`src/rtl/lrut_pkg.sv`:
```
// lrut_pkg: shared types and constants of the LRU translation buffer.
// Used by lrut_cell, lru_tlb_top and lrut_chk; depends on nothing.
`timescale 1ns / 1ps

package lrut_pkg;

    localparam int ENTRIES_DEF = 16;
    localparam int OP_W        = 2;
    localparam int PAGE_W      = 8;
    localparam int FRAME_W     = 8;

    typedef enum logic [OP_W-1:0] {
        OP_LOOKUP = 2'd0,
        OP_INSERT = 2'd1,
        OP_INVAL  = 2'd2
    } t_op;

    typedef struct packed {
        logic               valid;
        logic [PAGE_W-1:0]  page;
        logic [FRAME_W-1:0] frame;
    } t_entry;

    typedef struct packed {
        logic              cmp;
        logic              upd;
        t_op               op;
        logic [PAGE_W-1:0] page;
    } t_cell_cmd;

    localparam t_entry ENTRY_EMPTY = '{valid: 1'b0, page: '0, frame: '0};

endpackage

```
`src/rtl/lrut_cell.sv`:
```
// lrut_cell: one slot of the recency-ordered entry row.
// Position in the row is the entry's rank; depends on lrut_pkg.
`timescale 1ns / 1ps

module lrut_cell
    import lrut_pkg::*;
(
    input  logic      i_clk,
    input  logic      i_rst_n,
    input  t_cell_cmd i_cmd,
    input  t_entry    i_up,
    input  t_entry    i_dn,
    input  logic      i_pre,
    input  logic      i_suf,
    output logic      o_pre,
    output logic      o_suf,
    output logic      o_match,
    output t_entry    o_ent
);

    logic               r_valid;
    logic [PAGE_W-1:0]  r_page;
    logic [FRAME_W-1:0] r_frame;
    logic               r_match;

    assign o_pre   = i_pre | r_match;
    assign o_suf   = i_suf | r_match;
    assign o_match = r_match;
    assign o_ent   = '{valid: r_valid, page: r_page, frame: r_frame};

    always_ff @(posedge i_clk) begin
        if (!i_rst_n) begin
            r_valid <= 1'b0;
            r_match <= 1'b0;
        end else begin
            if (i_cmd.cmp) begin
                r_match <= r_valid && (r_page == i_cmd.page);
            end
            if (i_cmd.upd) begin
                case (i_cmd.op)
                    OP_LOOKUP, OP_INSERT: begin
                        if (o_pre) begin
                            r_valid <= i_up.valid;
                        end
                    end
                    OP_INVAL: begin
                        if (o_suf) begin
                            r_valid <= i_dn.valid;
                        end
                    end
                    default: begin
                    end
                endcase
            end
        end
    end

    always_ff @(posedge i_clk) begin
        if (i_cmd.upd) begin
            case (i_cmd.op)
                OP_LOOKUP, OP_INSERT: begin
                    if (o_pre) begin
                        r_page  <= i_up.page;
                        r_frame <= i_up.frame;
                    end
                end
                OP_INVAL: begin
                    if (o_suf) begin
                        r_page  <= i_dn.page;
                        r_frame <= i_dn.frame;
                    end
                end
                default: begin
                end
            endcase
        end
    end

endmodule

```
`src/rtl/lru_tlb_top.sv`:
```
// lru_tlb_top: fully associative page-to-frame buffer with LRU replacement.
// Instantiates a row of lrut_cell; depends on lrut_pkg.
`timescale 1ns / 1ps
//
// Each input beat is a lookup, insert or invalidate and yields one output beat
// carrying a hit flag (page present before the operation) and, on a lookup hit,
// the frame. Entries sit in a row of cells ordered by recency, cell 0 least
// recent. An item goes through accept, parallel tag compare into each
// cell's match register, then the update pass in which match flags ripple
// along the row and the cells shift toward or away from the recent end. A new
// item is taken while the previous result waits on the output register. No
// clearing pass is needed after reset.

module lru_tlb_top
    import lrut_pkg::*;
#(
    parameter int ENTRIES = ENTRIES_DEF
) (
    input  logic        i_clk,
    input  logic        i_rst_n,
    input  logic        s_axis_tvalid,
    output logic        s_axis_tready,
    input  logic [15:0] s_axis_tdata,   // page_number[7:0], frame_number[15:8]
    input  logic [1:0]  s_axis_tuser,   // operation[1:0]
    output logic        m_axis_tvalid,
    input  logic        m_axis_tready,
    output logic [7:0]  m_axis_tdata,   // frame_out[7:0]
    output logic [0:0]  m_axis_tuser    // hit[0]
);

    typedef enum logic [1:0] {
        S_IDLE,
        S_CMP,
        S_UPD
    } t_state;

    t_state             r_state;
    t_op                r_op;
    logic [PAGE_W-1:0]  r_page;
    logic [FRAME_W-1:0] r_frame;
    logic               r_out_valid;
    logic               r_hit;
    logic [FRAME_W-1:0] r_frame_out;

    logic               w_accept;
    logic               w_out_free;
    logic               w_upd;
    logic               w_hit;
    logic [FRAME_W-1:0] w_frame_sel;
    t_entry             w_new;
    t_cell_cmd          w_cmd;
    logic [ENTRIES:0]   w_pre;
    logic [ENTRIES:0]   w_suf;
    logic [ENTRIES-1:0] w_match;
    t_entry             w_ent [ENTRIES];

    assign s_axis_tready = (r_state == S_IDLE);
    assign w_accept      = s_axis_tvalid && s_axis_tready;
    assign w_out_free    = !r_out_valid || m_axis_tready;
    assign w_upd         = (r_state == S_UPD) && w_out_free;

    assign m_axis_tvalid   = r_out_valid;
    assign m_axis_tdata    = r_frame_out;
    assign m_axis_tuser[0] = r_hit;

    assign w_hit = |w_match;

    always_comb begin
        w_frame_sel = '0;
        for (int k = 0; k < ENTRIES; k++) begin
            w_frame_sel = w_frame_sel | (w_ent[k].frame & {FRAME_W{w_match[k]}});
        end
    end

    assign w_new = '{valid: 1'b1,
                     page:  r_page,
                     frame: (r_op == OP_INSERT) ? r_frame : w_frame_sel};

    assign w_cmd = '{cmp: (r_state == S_CMP), upd: w_upd, op: r_op, page: r_page};

    assign w_pre[0]       = (r_op == OP_INSERT) && !w_hit;
    assign w_suf[ENTRIES] = 1'b0;

    for (genvar k = 0; k < ENTRIES; k++) begin : g_cell
        t_entry w_up;
        t_entry w_dn;

        if (k == ENTRIES - 1) begin : g_top
            assign w_up = w_new;
        end else begin : g_mid
            assign w_up = w_ent[k+1];
        end

        if (k == 0) begin : g_bot
            assign w_dn = ENTRY_EMPTY;
        end else begin : g_low
            assign w_dn = w_ent[k-1];
        end

        lrut_cell u_cell (
            .i_clk   (i_clk),
            .i_rst_n (i_rst_n),
            .i_cmd   (w_cmd),
            .i_up    (w_up),
            .i_dn    (w_dn),
            .i_pre   (w_pre[k]),
            .i_suf   (w_suf[k+1]),
            .o_pre   (w_pre[k+1]),
            .o_suf   (w_suf[k]),
            .o_match (w_match[k]),
            .o_ent   (w_ent[k])
        );
    end

    always_ff @(posedge i_clk) begin
        if (w_accept) begin
            r_op    <= t_op'(s_axis_tuser);
            r_page  <= s_axis_tdata[7:0];
            r_frame <= s_axis_tdata[15:8];
        end
        if (w_upd) begin
            r_hit       <= w_hit;
            r_frame_out <= (r_op == OP_LOOKUP) ? w_frame_sel : '0;
        end
    end

    always_ff @(posedge i_clk) begin
        if (!i_rst_n) begin
            r_state     <= S_IDLE;
            r_out_valid <= 1'b0;
        end else begin
            if (w_upd) begin
                r_out_valid <= 1'b1;
            end else if (m_axis_tvalid && m_axis_tready) begin
                r_out_valid <= 1'b0;
            end
            case (r_state)
                S_IDLE: begin
                    if (w_accept) begin
                        r_state <= S_CMP;
                    end
                end
                S_CMP: begin
                    r_state <= S_UPD;
                end
                S_UPD: begin
                    if (w_out_free) begin
                        r_state <= S_IDLE;
                    end
                end
                default: begin
                    r_state <= S_IDLE;
                end
            endcase
        end
    end

endmodule

```
`config.mk`:
```
export PLATFORM = sky130hd
export DESIGN_NAME = lru_tlb_top
export DESIGN_NICKNAME = d
export VERILOG_FILES = /design/src/rtl/lrut_pkg.sv /design/src/rtl/lrut_cell.sv /design/src/rtl/lru_tlb_top.sv
export SDC_FILE = /design/constraint.sdc
export NUM_CORES = 1
export LEC_CHECK = 0
export BUFFER_PORTS_ARGS = -buffer_cell sky130_fd_sc_hd__buf_2
export CAP_MARGIN = 0
export CORE_MARGIN = 4
export CORE_UTILIZATION = 30
export CTS_BUF_LIST = sky130_fd_sc_hd__clkbuf_2
export CTS_CLUSTER_SIZE = 12
export DETAILED_ROUTE_END_ITERATION = 8
export PLACE_DENSITY = 0.54
export SYNTH_ARGS = -nofsm -noshare
export SYNTH_HDL_FRONTEND = slang
export SYNTH_SLANG_ARGS = --single-unit
```
`constraint.sdc`:
```
create_clock -name i_clk -period 5.7 [get_ports i_clk]
set_input_delay 1.425 -clock i_clk [delete_from_list [all_inputs] [get_ports i_clk]]
set_output_delay 1.425 -clock i_clk [all_outputs]
set_load 0.05 [all_outputs]
```
==> metrics.csv <==
stage;metric;value;unit
pwr;power_switching;0.001304;W
grt;grt_start_max_net_pins;158;
status;outcome;complete, no violations;
logic_synthesis;synth_top_cell_area_share;53.49;%
setup_path;start_kind;flip-flop;
placed_design;place.port_buffers;32;
grt;grt_antenna_before_repair;2;
logic_synthesis;synth_area;0.01589;mm2
die;die_w;238.1;um
pwr;clock_power_share;36.6;%
pwr;combinationalPowerShare;8.4;%
sta;pins_over_slew_limit;0;
die;die_area;0.05671;mm2
grt;wire_length_of_the_first_global_routing_pass;74780;um
logic_synthesis;synth.net_count;1659;
die;core_area;0.05245;mm2
placed_design;placed_area;0.01671;mm2
die;initial_core_util;30.29;%
sta;max_slew.worst_pin.slew;1363;ps
clock_tree;clock_latency_reported_for_the_late_side_of_the_worst_skew_pair;1040;ps
cells_and_area;finalNetCount;1701;
routing;count_of_vias_placed_by_the_detailed_router;12340;
sta;timing.setup.tns;0;ps
clock_tree;h-tree-depth;3;
clock_tree;cts_tree;yes;
clock_tree;clk_pin_slew;90;ps
logic_synthesis;synthTopCellsByArea;edfxtp_1 53%, nand2_1 18%, xnor2_1 7.1%;
placed_design;globalplace.congestion;0.9227;
setup_path;beginning_of_the_critical_path;r_op[1]$_DFFE_PP_;
placed_design;dpl_worst_slack;1732;ps
pwr;ir_drop;132.8;uV
clock_tree;cts-root-buf;clkbuf_2;
logic_synthesis;ys_ff_latch;318;
logic_synthesis;yosys_most_used_dff;edfxtp_1;
clock_tree;clock_tree.buffer_depth;3;
setup_path;critical_path.reg2reg.startpoint;r_op[1]$_DFFE_PP_;
routing;ant_nets;0;
pwr;seqPwrFrac;55.0;%
sta;fin_crit_sh;58.71;%
cells_and_area;mostFrequentLayoutCells;744 x nand2_1, 283 x edfxtp_1, 145 x clkbuf_2, 128 x xnor2_1, 58 x nor2_1;
logic_synthesis;ys_seq_area_share;57.90;%
grt;groute.usage.overall;17.24;%
placed_design;hpwl_dp;33850;um
pwr;cellPowerDensity;271.5;mW/mm2
routing;drcViolationCount;0;
clock_tree;numCtsBuffers;86;
logic_synthesis;avgSynthCellArea;9.705;um2
die;fp.dieH;238.1;um
pwr;power_switching_share;27.33;%
flow_run;drv.max_cap_violation_count;0;
routing;vias_per_cell;5.047;
logic_synthesis;synthCells;1637;
setup_path;timing.critical_path.to_type;flip-flop;
setup_path;rr_worst_depth;6;
routing;dr.first_iter.drc_count;1241;
sta;finalSetupViolations;0;
logic_synthesis;yosys_warnings;0;
pwr;total_leakage_power;6.889;nW
setup_path;worst_path_required_time;6620;ps
die;rows;84;
sta;fin_crit;3346;ps
logic_synthesis;ys_types;49;
grt;number_of_global_route_vias_before_repair;12060;
clock_tree;hold_buffers;0;
routing;wire_per_inst;20.45;um
clock_tree;cts_resized;0;
clock_tree;post_cts.repair.setup_buffers;0;
setup_path;critical_path.max_fanout;52;
sta;timing_hold_violations_final;0;
routing;detailed_route_wl;50000;um
logic_synthesis;post-synth-top-area-cell;edfxtp_1;
worst_hold_path;hold_path_class;reg -> reg;
clock_tree;cts.sink_count;318;
cells_and_area;area_growth_from_synthesis_to_layout;10.58;%
sta;fin_skew;83.71;ps
pwr;internal_power;0.003466;W
worst_hold_path;worstHoldStart;g_cell[0].u_cell.r_valid$_SDFFE_PN0P_;
setup_path;timing_worst_setup_path_type;reg -> reg;
cells_and_area;post_route_cells_drive_above_1_share;13.47;%
sta;rsz0062_at_grt;false;
cells_and_area;design_area;0.01757;mm2
worst_hold_path;min_delay_path_depth;2;
grt;global_route_congestion_overflow_total;0;
logic_synthesis;synth-edff-count;283;
sta;relSlewSlack;8.821;%
routing;detailedRoute.firstPassIterationCount;5;
sta;timing.fmax;298.8;MHz
setup_path;cp.arrival;4270;ps
die;ioPinCount;33;
logic_synthesis;asyncSetResetFlopFracSynth;0;%
sta;final.setup.worst_slack;2354;ps
cells_and_area;leading_cell_type_in_the_layout_fill_and_taps_excluded;nand2_1;
==> synthesized netlist by cell type (11+ instances only) <==
cell type / n
a21oi_1: 32
nand3_1: 22
nand2_1: 744
nand4_1: 19
a22o_1: 33
a221oi_1: 32
inv_1: 11
and2_1: 20
clkbuf_1: 44
nor4_1: 17
buf_2: 52
xnor2_1: 128
mux2i_1: 18
nor2_1: 58
dfxtp_1: 35
edfxtp_1: 283
==> metal layers <==
layer / GRT usage (%) / wire (um) / part of all wire, % / vias to the layer above
met5: 0 / 0 / 0 / -
met2: 24.63 / 21160 / 42 / 596
li1: - / - / - / 5707
met3: 4.612 / 4828 / 9.7 / 87
met1: 24.96 / 22350 / 45 / 5950
met4: 6.684 / 1654 / 3.3 / 0
==> kinds of logic after synthesis <==
logic type,after synthesis,synth area share (%)
multiplexers,26,1.701
AND/OR/NAND/NOR,921,24.00
XOR/XNOR,128,7.056
flip-flops,318,57.90
AO/OA/AOI/OAI,127,6.151
buffers and inverters,117,3.197
==> worst paths after layout <==
check                                                        endpoint  slack (ps)
worst max-delay path            g_cell[4].u_cell.r_valid$_SDFFE_PN0P_        2350
worst min-delay path            g_cell[0].u_cell.r_valid$_SDFFE_PN0P_         490
worst max register to register  g_cell[4].u_cell.r_valid$_SDFFE_PN0P_        2350
worst min register to register  g_cell[0].u_cell.r_valid$_SDFFE_PN0P_         490
==> stage by stage <==
| step | total power [W] | utilization (%) | hold slack (ps) | std cells |
|---|---|---|---|---|
| after CTS | 0.004820 | 33.48 | 487.6 | 2440 |
| after floorplan | 0.002953 | - | 448.2 | 1637 |
| after global placement | 0.003068 | 31.86 | 467.4 | 2279 |
| final | 0.004770 | 33.50 | 493.0 | 2445 |
| after global routing | 0.004998 | 33.49 | 492.1 | 2442 |
| after detailed placement | 0.003076 | 31.86 | 481.0 | 2279 |
==> registers in the layout, summed over array words and instances (netlist names) <==
register / cells
g_cell.u_cell.o_match: 16
g_cell.u_cell.r_frame: 128
g_cell.u_cell.r_page: 128
g_cell.u_cell.r_valid: 16
m_axis_tdata: 8
m_axis_tuser: 1
m_axis_tvalid: 1
r_frame: 8
r_op: 2
r_page: 8
r_state: 2
==> final cells by class <==
type                       instances  area, um2
fill                            5379      34880
multi-input combinational       1202       6218
sequential                       318       9199
timing repair buffer              59      387.9
inverter                          12      45.04
tap                              688      860.8
clock inverter                    16      120.1
clock buffer                     145      725.7
antenna                            5      12.51
==> worst max-delay path: stages, from the launching register on <==
cell	delay [ps]
edfxtp_1	810
nor2b_4	800
buf_4	620
buf_4	500
nor2_1	60
or3_1	310
mux2i_1	120
==> power by group through the flow <==
| stage | Clock (W) | Combinational, W | Sequential [W] |
|---|---|---|---|
| 2_1_floorplan | 0 | 0.000290 | 0.00266 |
| 3_3_place_gp | 0 | 0.000390 | 0.00268 |
| 3_5_place_dp | 0 | 0.000398 | 0.00268 |
| 4_1_cts | 0.00180 | 0.000398 | 0.00262 |
| 5_1_grt | 0.00193 | 0.000440 | 0.00263 |
| 6_report | 0.00175 | 0.000399 | 0.00263 |
No activity file was read; power rests on OpenSTA's default activity.
